## config.mk

```make
export PLATFORM = sky130hd
export DESIGN_NAME = bcd_rtc_to_unix_epoch_flat
export DESIGN_NICKNAME = d
export VERILOG_FILES = /design/src/sv/bcdep_pkg.sv /design/src/sv/bcdep_ifs.sv /design/src/sv/bcd_rtc_to_unix_epoch.sv /design/src/sv/bcdep_decode.sv /design/src/sv/bcdep_days.sv /design/src/sv/bcdep_final.sv /design/src/flat_wrapper.sv
export SDC_FILE = /design/constraint.sdc
export NUM_CORES = 1
export LEC_CHECK = 0
export ABC_AREA = 1
export BUFFER_PORTS_ARGS = -buffer_cell sky130_fd_sc_hd__buf_2
export CORE_MARGIN = 1.5
export CORE_UTILIZATION = 31
export CTS_CLUSTER_DIAMETER = 150
export DETAILED_ROUTE_END_ITERATION = 12
export MAX_ROUTING_LAYER = met4
export PLACE_DENSITY = 0.53
export SYNTH_ARGS = -nofsm -noshare
export SYNTH_HDL_FRONTEND = slang
export SYNTH_SLANG_ARGS = --single-unit
export TNS_END_PERCENT = 5
```

## constraint.sdc

```tcl
create_clock -name clk -period 6.75 [get_ports clk]
set_input_delay 2.025 -clock clk [delete_from_list [all_inputs] [get_ports clk]]
set_output_delay 2.025 -clock clk [all_outputs]
set_load 0.01 [all_outputs]
```

## src/sv/bcdep_pkg.sv

```systemverilog
// shared types, constants and helper functions for the rtc to epoch converter
package bcdep_pkg;

	// unix seconds in one day
	localparam logic signed [34:0] SecPerDay = 35'sd86400;
	// epochs above this value count as a plausible time
	localparam logic [31:0] MinEpoch = 32'd1700000000;
	// days from 0000-03-01 to 1970-01-01
	localparam logic [20:0] EpochDayOfs = 21'd719468;

	// decoded register set after stage 1
	typedef struct packed {
		logic        bad;
		logic [11:0] yp;
		logic [3:0]  mp;
		logic [4:0]  day;
		logic [4:0]  hour;
		logic [5:0]  minute;
		logic [5:0]  second;
	} dec_t;

	// day count and time of day after stage 2
	typedef struct packed {
		logic               bad;
		logic signed [17:0] days;
		logic [16:0]        tod;
	} days_t;

	// full signed seconds after stage 3
	typedef struct packed {
		logic               bad;
		logic signed [34:0] secs;
	} secs_t;

	// final result
	typedef struct packed {
		logic [31:0] epoch;
		logic        ok;
	} res_t;

	// bcd byte to binary, nibbles above nine pass through unchecked
	function automatic logic [7:0] bcd_dec(input logic [7:0] v);
		return ({4'd0, v[7:4]} * 8'd10) + {4'd0, v[3:0]};
	endfunction

	// first day of month within a march-based year
	function automatic logic [8:0] month_start(input logic [3:0] mp);
		logic [8:0] r;
		case (mp)
			4'd0:    r = 9'd0;
			4'd1:    r = 9'd31;
			4'd2:    r = 9'd61;
			4'd3:    r = 9'd92;
			4'd4:    r = 9'd122;
			4'd5:    r = 9'd153;
			4'd6:    r = 9'd184;
			4'd7:    r = 9'd214;
			4'd8:    r = 9'd245;
			4'd9:    r = 9'd275;
			4'd10:   r = 9'd306;
			4'd11:   r = 9'd337;
			default: r = 9'd0;
		endcase
		return r;
	endfunction

endpackage

```

## src/sv/bcdep_ifs.sv

```systemverilog
// valid/ready channel interfaces for the rtc register set and the epoch result
interface bcdep_rtc_if;
	logic       valid;
	logic       ready;
	logic [7:0] seconds_reg;
	logic [7:0] minutes_reg;
	logic [7:0] hours_reg;
	logic [7:0] days_reg;
	logic [7:0] months_reg;
	logic [7:0] years_reg;

	modport source(
		output valid, seconds_reg, minutes_reg, hours_reg, days_reg, months_reg, years_reg,
		input  ready
	);
	modport sink(
		input  valid, seconds_reg, minutes_reg, hours_reg, days_reg, months_reg, years_reg,
		output ready
	);
endinterface

interface bcdep_epoch_if;
	logic        valid;
	logic        ready;
	logic [31:0] epoch_seconds;
	logic        time_ok;

	modport source(output valid, epoch_seconds, time_ok, input ready);
	modport sink(input valid, epoch_seconds, time_ok, output ready);
endinterface

```

## src/sv/bcd_rtc_to_unix_epoch.sv

```systemverilog
// rtc bcd register set to unix epoch converter, four-stage pipeline
// stages: the result passes through four register stages, s1 to s4
// throughput: one register set per cycle, sustained while the output is taken
// a stall holds each full stage back to the first empty one; bubbles are squeezed out
// reset: arst_n clears all stage valid bits asynchronously, payload is not reset
module bcd_rtc_to_unix_epoch (
	input  logic                 clk,
	input  logic                 arst_n,
	bcdep_rtc_if.sink            rtc_in,
	bcdep_epoch_if.source        epoch_out
);
	import bcdep_pkg::*;

	logic  v_s1, v_s2, v_s3, v_s4;
	logic  en1, en2, en3, en4;
	dec_t  dec_c, dec_s1;
	days_t dd_c, dd_s2;
	secs_t sc_c, sc_s3;
	res_t  res_c, res_s4;

	// stage advance enables
	always_comb begin
		en4 = !v_s4 || epoch_out.ready;
		en3 = !v_s3 || en4;
		en2 = !v_s2 || en3;
		en1 = !v_s1 || en2;
	end

	assign rtc_in.ready = en1;

	// stage 1: decode
	bcdep_decode u_decode (
		.seconds_reg (rtc_in.seconds_reg),
		.minutes_reg (rtc_in.minutes_reg),
		.hours_reg   (rtc_in.hours_reg),
		.days_reg    (rtc_in.days_reg),
		.months_reg  (rtc_in.months_reg),
		.years_reg   (rtc_in.years_reg),
		.dec         (dec_c)
	);

	// stage 2: day count
	bcdep_days u_days (
		.dec (dec_s1),
		.dd  (dd_c)
	);

	// stage 3: days times seconds per day plus time of day
	always_comb begin
		sc_c.bad  = dd_s2.bad;
		sc_c.secs = {{17{dd_s2.days[17]}}, dd_s2.days} * SecPerDay +
		            $signed({18'd0, dd_s2.tod});
	end

	// stage 4: clamp and checks
	bcdep_final u_final (
		.sc  (sc_s3),
		.res (res_c)
	);

	// valid bits
	always_ff @(posedge clk or negedge arst_n) begin
		if (!arst_n) begin
			v_s1 <= 1'b0;
			v_s2 <= 1'b0;
			v_s3 <= 1'b0;
			v_s4 <= 1'b0;
		end else begin
			if (en1) v_s1 <= rtc_in.valid;
			if (en2) v_s2 <= v_s1;
			if (en3) v_s3 <= v_s2;
			if (en4) v_s4 <= v_s3;
		end
	end

	// payload registers
	always_ff @(posedge clk) begin
		if (en1) dec_s1 <= dec_c;
		if (en2) dd_s2  <= dd_c;
		if (en3) sc_s3  <= sc_c;
		if (en4) res_s4 <= res_c;
	end

	// output channel
	assign epoch_out.valid         = v_s4;
	assign epoch_out.epoch_seconds = res_s4.epoch;
	assign epoch_out.time_ok       = res_s4.ok;

`ifndef SYNTHESIS
	// a flagged time always lies above the minimum epoch
	a_valid_above_min: assert property (@(posedge clk) disable iff (!arst_n)
		epoch_out.valid && epoch_out.time_ok |-> epoch_out.epoch_seconds > MinEpoch)
		else $error("time_ok set with epoch at or below minimum");

	// a rejected register set leaves stage 3 as a zero result
	a_bad_gives_zero: assert property (@(posedge clk) disable iff (!arst_n)
		v_s3 && sc_s3.bad && en4 |=>
		epoch_out.epoch_seconds == 32'd0 && !epoch_out.time_ok)
		else $error("rejected fields produced a nonzero result");

	// input is held off only with every stage full and the output stalled
	a_ready_full: assert property (@(posedge clk) disable iff (!arst_n)
		!rtc_in.ready |-> v_s1 && v_s2 && v_s3 && v_s4 && !epoch_out.ready)
		else $error("input stalled while the pipeline has room");
`endif

endmodule

```

## src/sv/bcdep_decode.sv

```systemverilog
// stage 1 logic: mask and bcd-decode the registers, range check, march-based year and month
module bcdep_decode (
	input  logic [7:0]        seconds_reg,
	input  logic [7:0]        minutes_reg,
	input  logic [7:0]        hours_reg,
	input  logic [7:0]        days_reg,
	input  logic [7:0]        months_reg,
	input  logic [7:0]        years_reg,
	output bcdep_pkg::dec_t   dec
);
	import bcdep_pkg::*;

	logic [7:0]  sec;
	logic [7:0]  mnt;
	logic [7:0]  hr;
	logic [7:0]  dy;
	logic [7:0]  mon;
	logic [7:0]  yv;
	logic [11:0] year;
	logic        early;

	// field decode with the register masks
	always_comb begin
		sec = bcd_dec({1'b0, seconds_reg[6:0]});
		mnt = bcd_dec({1'b0, minutes_reg[6:0]});
		hr  = bcd_dec({2'b00, hours_reg[5:0]});
		dy  = bcd_dec({2'b00, days_reg[5:0]});
		mon = bcd_dec({3'b000, months_reg[4:0]});
		yv  = bcd_dec(years_reg);
	end

	// century pick, year starts in march
	always_comb begin
		year  = (months_reg[7] ? 12'd1900 : 12'd2000) + {4'd0, yv};
		early = (mon <= 8'd2);
	end

	// range checks and packing
	always_comb begin
		dec.bad    = seconds_reg[7] || (sec > 8'd59) || (mnt > 8'd59) || (hr > 8'd23) ||
		             (dy == 8'd0) || (dy > 8'd31) || (mon == 8'd0) || (mon > 8'd12);
		dec.yp     = year - {11'd0, early};
		dec.mp     = early ? 4'(mon + 8'd9) : 4'(mon - 8'd3);
		dec.day    = dy[4:0];
		dec.hour   = hr[4:0];
		dec.minute = mnt[5:0];
		dec.second = sec[5:0];
	end

endmodule

```

## src/sv/bcdep_days.sv

```systemverilog
// stage 2 logic: days since the unix epoch and seconds within the day
module bcdep_days (
	input  bcdep_pkg::dec_t  dec,
	output bcdep_pkg::days_t dd
);
	import bcdep_pkg::*;

	logic [4:0]  q100;
	logic [2:0]  q400;
	logic [20:0] pos;
	logic [20:0] rel;

	// year over 100 and 400, the year stays within 1899..2165
	always_comb begin
		if (dec.yp >= 12'd2100) begin
			q100 = 5'd21;
		end else if (dec.yp >= 12'd2000) begin
			q100 = 5'd20;
		end else if (dec.yp >= 12'd1900) begin
			q100 = 5'd19;
		end else begin
			q100 = 5'd18;
		end
		q400 = (dec.yp >= 12'd2000) ? 3'd5 : 3'd4;
	end

	// days from civil, leap corrections folded into one sum
	always_comb begin
		pos = 21'(dec.yp) * 21'd365 + 21'(dec.yp[11:2]) + 21'(q400) +
		      21'(month_start(dec.mp)) + 21'(dec.day) - 21'd1 - 21'(q100);
		rel = pos - EpochDayOfs;
	end

	// packing with time of day
	always_comb begin
		dd.bad  = dec.bad;
		dd.days = $signed(rel[17:0]);
		dd.tod  = 17'(dec.hour) * 17'd3600 + 17'(dec.minute) * 17'd60 + 17'(dec.second);
	end

endmodule

```

## src/sv/bcdep_final.sv

```systemverilog
// stage 4 logic: clamp, overflow and plausibility checks
module bcdep_final (
	input  bcdep_pkg::secs_t sc,
	output bcdep_pkg::res_t  res
);
	import bcdep_pkg::*;

	logic neg;
	logic over;

	// sign and beyond-32-bit detection
	always_comb begin
		neg  = sc.secs[34];
		over = !sc.secs[34] && (sc.secs[33:32] != 2'b00);
	end

	// result select
	always_comb begin
		if (sc.bad || over) begin
			res.epoch = 32'd0;
			res.ok    = 1'b0;
		end else if (neg) begin
			res.epoch = 32'd0;
			res.ok    = 1'b0;
		end else begin
			res.epoch = sc.secs[31:0];
			res.ok    = (sc.secs[31:0] > MinEpoch);
		end
	end

endmodule
```

## src/flat_wrapper.sv

```systemverilog
// flat-port wrapper written by rule: the top's interface ports become plain ports
module bcd_rtc_to_unix_epoch_flat import bcdep_pkg::*;
  (clk, arst_n, rtc_in_valid, rtc_in_seconds_reg, rtc_in_minutes_reg, rtc_in_hours_reg, rtc_in_days_reg, rtc_in_months_reg, rtc_in_years_reg, rtc_in_ready, epoch_out_valid, epoch_out_epoch_seconds, epoch_out_time_ok, epoch_out_ready);
  bcdep_rtc_if rtc_in_i ();
  bcdep_epoch_if epoch_out_i ();
  input  logic clk;
  input  logic arst_n;
  input wire logic [$bits(rtc_in_i.valid)-1:0] rtc_in_valid;
  input wire logic [$bits(rtc_in_i.seconds_reg)-1:0] rtc_in_seconds_reg;
  input wire logic [$bits(rtc_in_i.minutes_reg)-1:0] rtc_in_minutes_reg;
  input wire logic [$bits(rtc_in_i.hours_reg)-1:0] rtc_in_hours_reg;
  input wire logic [$bits(rtc_in_i.days_reg)-1:0] rtc_in_days_reg;
  input wire logic [$bits(rtc_in_i.months_reg)-1:0] rtc_in_months_reg;
  input wire logic [$bits(rtc_in_i.years_reg)-1:0] rtc_in_years_reg;
  output wire logic [$bits(rtc_in_i.ready)-1:0] rtc_in_ready;
  output wire logic [$bits(epoch_out_i.valid)-1:0] epoch_out_valid;
  output wire logic [$bits(epoch_out_i.epoch_seconds)-1:0] epoch_out_epoch_seconds;
  output wire logic [$bits(epoch_out_i.time_ok)-1:0] epoch_out_time_ok;
  input wire logic [$bits(epoch_out_i.ready)-1:0] epoch_out_ready;
  assign rtc_in_i.valid = rtc_in_valid;
  assign rtc_in_i.seconds_reg = rtc_in_seconds_reg;
  assign rtc_in_i.minutes_reg = rtc_in_minutes_reg;
  assign rtc_in_i.hours_reg = rtc_in_hours_reg;
  assign rtc_in_i.days_reg = rtc_in_days_reg;
  assign rtc_in_i.months_reg = rtc_in_months_reg;
  assign rtc_in_i.years_reg = rtc_in_years_reg;
  assign rtc_in_ready = rtc_in_i.ready;
  assign epoch_out_valid = epoch_out_i.valid;
  assign epoch_out_epoch_seconds = epoch_out_i.epoch_seconds;
  assign epoch_out_time_ok = epoch_out_i.time_ok;
  assign epoch_out_i.ready = epoch_out_ready;
  bcd_rtc_to_unix_epoch u_core (.clk(clk), .arst_n(arst_n), .rtc_in(rtc_in_i), .epoch_out(epoch_out_i));
endmodule
```

* Word level (Yosys, flattened, before mapping)
Memories as Yosys holds them, arrays and structs flattened. A register that Yosys moved wholly into a read port is not among the register bits. Cells that the tools add are included.
Word-level totals: bits in latches 0, input bits 52, word-level logic and storage cells 88, memory bits (read-only) 144, memories 1, output and inout port bits 35, register bits after elaboration 148, bits in writable memories 0
Memory list:
- (no name shown) | words 16, bits a word 9, read ports 1, clocked after memory_dff 1, write ports 0, line bcdep_pkg.sv:49 | case (mp)
Cells by class: add/subtract/negate cells 20, equal/unequal tests 0, shifts and indexed selects 0, magnitude comparators 10, reduce and logical (&&, ||, !) cells 22, muxes and demuxes 7, divide/modulo/power cells 0, $mul 10, bitwise logic cells 0
Operators with widths (count):
- adder 35 x 17 -> 35 bit | 1
- multiplier 35 x 10 -> 28 bit, second input constant | 1
- greater-than comparator 32 x 31 -> 1 bit, second input constant | 1
- >= comparator 12 x 11 -> 1 bit, second input constant | 2
- adder 18 x 10 -> 18 bit | 1
- adder 18 x 3 -> 18 bit | 1
- adder 18 x 5 -> 18 bit | 1
- adder 18 x 9 -> 18 bit | 1
- multiplier 12 x 9 -> 18 bit, second input constant | 1
- subtractor 18 x 1 -> 18 bit, second input constant | 1
- subtractor 18 bit, second input constant | 1
- subtractor 18 x 5 -> 18 bit | 1
- adder 17 x 12 -> 17 bit | 1
- adder 17 x 6 -> 17 bit | 1
- adder 7 x 4 -> 8 bit | 2
- greater-than comparator 8 x 6 -> 1 bit, second input constant | 2
- logical NOT 8 bit | 2
- adder 6 x 4 -> 7 bit | 2
- greater-than comparator 7 x 5 -> 1 bit, second input constant | 2
- multiplier 5 x 8 -> 13 bit, second input constant | 1
- adder 11 x 8 -> 12 bit | 1
- >= comparator 12 bit, second input constant | 1
- logical OR 1 bit | 12
- multiplier 3 x 3 -> 6 bit, second input constant | 2
- 19 further kinds | 27

* Depth between registers and ports, before layout
depth in word-level cells 10, mapped depth 28, mapped depth without buffers 28

* Hierarchy
A second synthesis with hierarchy kept.
Second synthesis, totals: cell total of the unflattened synthesis 2079, area total of the unflattened synthesis 17569.4 um^2
By module, submodules not included:
- bcd_rtc_to_unix_epoch | cells each 980, area each 9711.8 um^2, seq. area each 4424.2 um^2, instances 1
- bcdep_days | cells each 738, area each 5774.3 um^2, seq. area each 0.0 um^2, instances 1
- bcdep_decode | cells each 245, area each 1621.6 um^2, seq. area each 0.0 um^2, instances 1
- bcdep_final | cells each 116, area each 461.7 um^2, seq. area each 0.0 um^2, instances 1

* Worst setup path after synthesis
OpenSTA, ideal clock, no wires.
kind input to output, start point input epoch_out_ready, end point output rtc_in_ready, stages 4, slack 0.978 ns, buffers on the path 0, data required time 4.725 ns, arrival 3.747 ns, cells stage by stage nor2_1 -> nand2_1 -> nor2_1 -> nand2_2
On the way: word-level cells in the longest chain between the ends 4
RTL lines:
- from (decl) | line flat_wrapper.sv:19 | input wire logic [$bits(epoch_out_i.ready)-1:0] epoch_out_ready;
- logical OR 1 bit | line bcd_rtc_to_unix_epoch.sv:23 | en4 = !v_s4 || epoch_out.ready;
- logical OR 1 bit | line bcd_rtc_to_unix_epoch.sv:24 | en3 = !v_s3 || en4;
- named net u_core.en3 | line bcd_rtc_to_unix_epoch.sv:15 | logic en1, en2, en3, en4;
- logical OR 1 bit | line bcd_rtc_to_unix_epoch.sv:25 | en2 = !v_s2 || en3;
- logical OR 1 bit | line bcd_rtc_to_unix_epoch.sv:26 | en1 = !v_s1 || en2;
- to (decl) | line flat_wrapper.sv:15 | output wire logic [$bits(rtc_in_i.ready)-1:0] rtc_in_ready;
The timed path passes the listed nets, and every way through them passes these cells.

==> impl_metrics.yaml <==
outcome:
  outcome: "finished clean"
clock_tree:
  clk_pin_slew_worst_paths_ps: 70
  cts_buffers: 17
  cts_max_path_buffers: 2
  cts_hold_buf: 0
  cts_resized: 0
  h-tree-depth: 4
  cts_tree: "yes"
  insertion_delay_ps: 450
  cts_setup_buffers: 0
  clock_sinks: 157
  cts-root-buf: "clkbuf_16"
layout:
  fillCellCount: 5526
  drive_above_1_share_pct: 8.76
  multiInputGateArea_mm2: 0.0105
  seqCellArea_mm2: 0.00460
  nNetsFinal: 2452
  diodes: 0
  syn_to_final_growth_pct: 11.3
routing:
  avgRoutedWirePerCell_um: 12.2
  drtIter0Drc: 434
  vias_per_cell: 4.33
  vias: 11700
  drc: 0
  ant_nets: 0
  wl_mm: 32.8
  first_pass_iters: 5
yosys:
  synthFlopType: "edfxtp_1"
  synthTopCellsByCount: "481 x inv_1, 304 x nand2_1, 281 x ha_1"
  synth_top_cell_by_area: "edfxtp_1"
  synthTopCellsByArea: "edfxtp_1 26%, ha_1 21%, fa_1 16%"
  synth_fp_nets: 2353
  netlist_area_mm2: 0.0169
  synth_top_area_share_pct: 25.5
  avgSynthCellArea_um2: 8.99
  async_flop_share_pct: 2.55
  ys_seq_elements: 157
  synth.distinct_cells: 48
  synth-warning-count: 0
  synth_edf_count: 144
  synth_most_common_cell: "inv_1"
  yosysSeqAreaShare_pct: 27.2
  synth_cells: 1886
critical_path:
  worst_setup_path_start_kind: "flop"
  required_ps: 6950
  arrival_ps: 5800
  crit_type: "reg -> reg"
  crit_fanout: 7
  endpoint_kind: "flop"
floorplan:
  die_width_um: 237
  initial_core_util_pct: 31.4
  die_h_um: 237
  fp-row-count: 85
  ios: 87
  core_mm2: 0.0539
  die_area_mm2: 0.0561
run:
  drv_cap: 0
sta:
  hold_violations: 0
  tns_ps: 0
  fin_crit_sh_pct: 83.0
  drv_slew: 0
  grt_setup_unrepaired: "no"
  max_freq_mhz: 179
  min_period_ps: 5600
  worst_slack_ps: 1150
  finalSetupViolCount: 0
  worst_pin_slew_ps: 931
  skew_ps: 14.6
  slew_headroom_pct: 37.9
grt:
  grt_pass1_wl_mm: 56.5
  first_global_vias: 11800
  grt-ovfl-total: 0
  grt_start_max_net_pins: 49
  antenna_found_initial: 0
  track_usage_pct: 12.8
hold_path:
  hold_path.class: "reg -> reg"
place:
  gp_congestion: 0.900
  io_buffers: 79
  place.detailed.hpwl_mm: 28.1
  place_ws_ps: 1090
## cells by family (layout without fill, tap and decap cells)
group | after synthesis | after routing | share of synthesized area, %
AOI/OAI and AO/OA | 146 | 146 | 4.85
DFF | 157 | 157 | 27.2
xor gates and xnor gates | 110 | 110 | 5.68
buffers and inverters | 495 | 607 | 11.0
and+or+nand+nor | 563 | 563 | 14.8
adders and majority gates | 415 | 415 | 36.6
## final cells by class
class	count	share of cell area (%)
clock buffer	17	2.25
multi-input combinational	1234	55.6
inverter	492	9.79
tap	696	4.62
sequential	157	24.4
clock inverter	15	1.10
timing repair buffer	83	2.25
## critical path, cell delays in order, from the launching register on
cell and delay (ps):
edfxtp_1 560, inv_1 280, ha_1 200, nand3_1 70, nand2_1 60, a31oi_1 140, fa_1 410, fa_1 370
inv_1 60, ha_1 220, ha_1 210, fa_1 500, inv_1 50, fa_1 510, inv_1 40, ha_1 320
nand3_1 100, nand2_1 90, a21oi_1 250, o21ai_0 240, a21oi_1 340, o21ai_0 150, xor2_1 160
## placed cells by master (no fill, tap or decap), types with 5 or more instances in the layout
cell / instances
a21o_1: 6
a21oi_1: 70
a31oi_1: 7
buf_2: 79
clkbuf_16: 17
dfxtp_1: 9
edfxtp_1: 144
fa_1: 134
ha_1: 281
inv_1: 481
inv_2: 8
nand2_1: 304
nand2_2: 27
nand3_1: 66
nand3b_1: 7
nand4_1: 19
nor2_1: 99
nor2_2: 6
nor2_4: 7
nor3_1: 7
nor4_1: 5
o211ai_1: 6
o21ai_0: 36
xnor2_1: 36
xor2_1: 74
## stage by stage
stage	std cells	hold WS, ps	cell area, um^2	util (%)
4_1_cts	2694	419	18900	35.0
5_1_grt	2694	435	18900	35.0
6_report	2694	420	18900	35.0
3_5_place_dp	2662	406	18200	33.8
2_1_floorplan	1886	400	16900	-
3_3_place_gp	2662	401	18200	33.8
## routing by layer
metal,global-route usage (%),part of all wire [%],vias up
li1,-,-,6121
met1,16.5,49,5403
met2,20.9,47,121
met3,1.96,2.4,28
met4,3.26,1.2,0
met5,-,0,-
## registers in the layout (all words and copies together), names as in the netlist, named ones only
signal                          flops
u_core.v_s1                         1
u_core.v_s3                         1
u_core.epoch_out.epoch_seconds     32
u_core.epoch_out.time_ok            1
u_core.dec_s1                      39
u_core.sc_s3                       36
u_core.v_s2                         1
u_core.dd_s2                       36
u_core.epoch_out.valid              1
## worst paths after layout
kind / from / to / slack [ps] / cells past startpoint
max: u_core.dec_s1[31] / u_core.dd_s2[30] / 1150 / 22
min: u_core.dd_s2[4] / u_core.sc_s3[4] / 420 / 0
max reg2reg: u_core.dec_s1[31] / u_core.dd_s2[30] / 1150 / 22
min reg2reg: u_core.dd_s2[4] / u_core.sc_s3[4] / 420 / 0
max in group asynchronous: arst_n / u_core.v_s3 / 5260 / 1
min in group asynchronous: arst_n / u_core.v_s1 / 1370 / 1
Power is left out: the tool's default activity adds up to more than one toggle a clock period on the data nets, which glitch-free logic cannot reach.
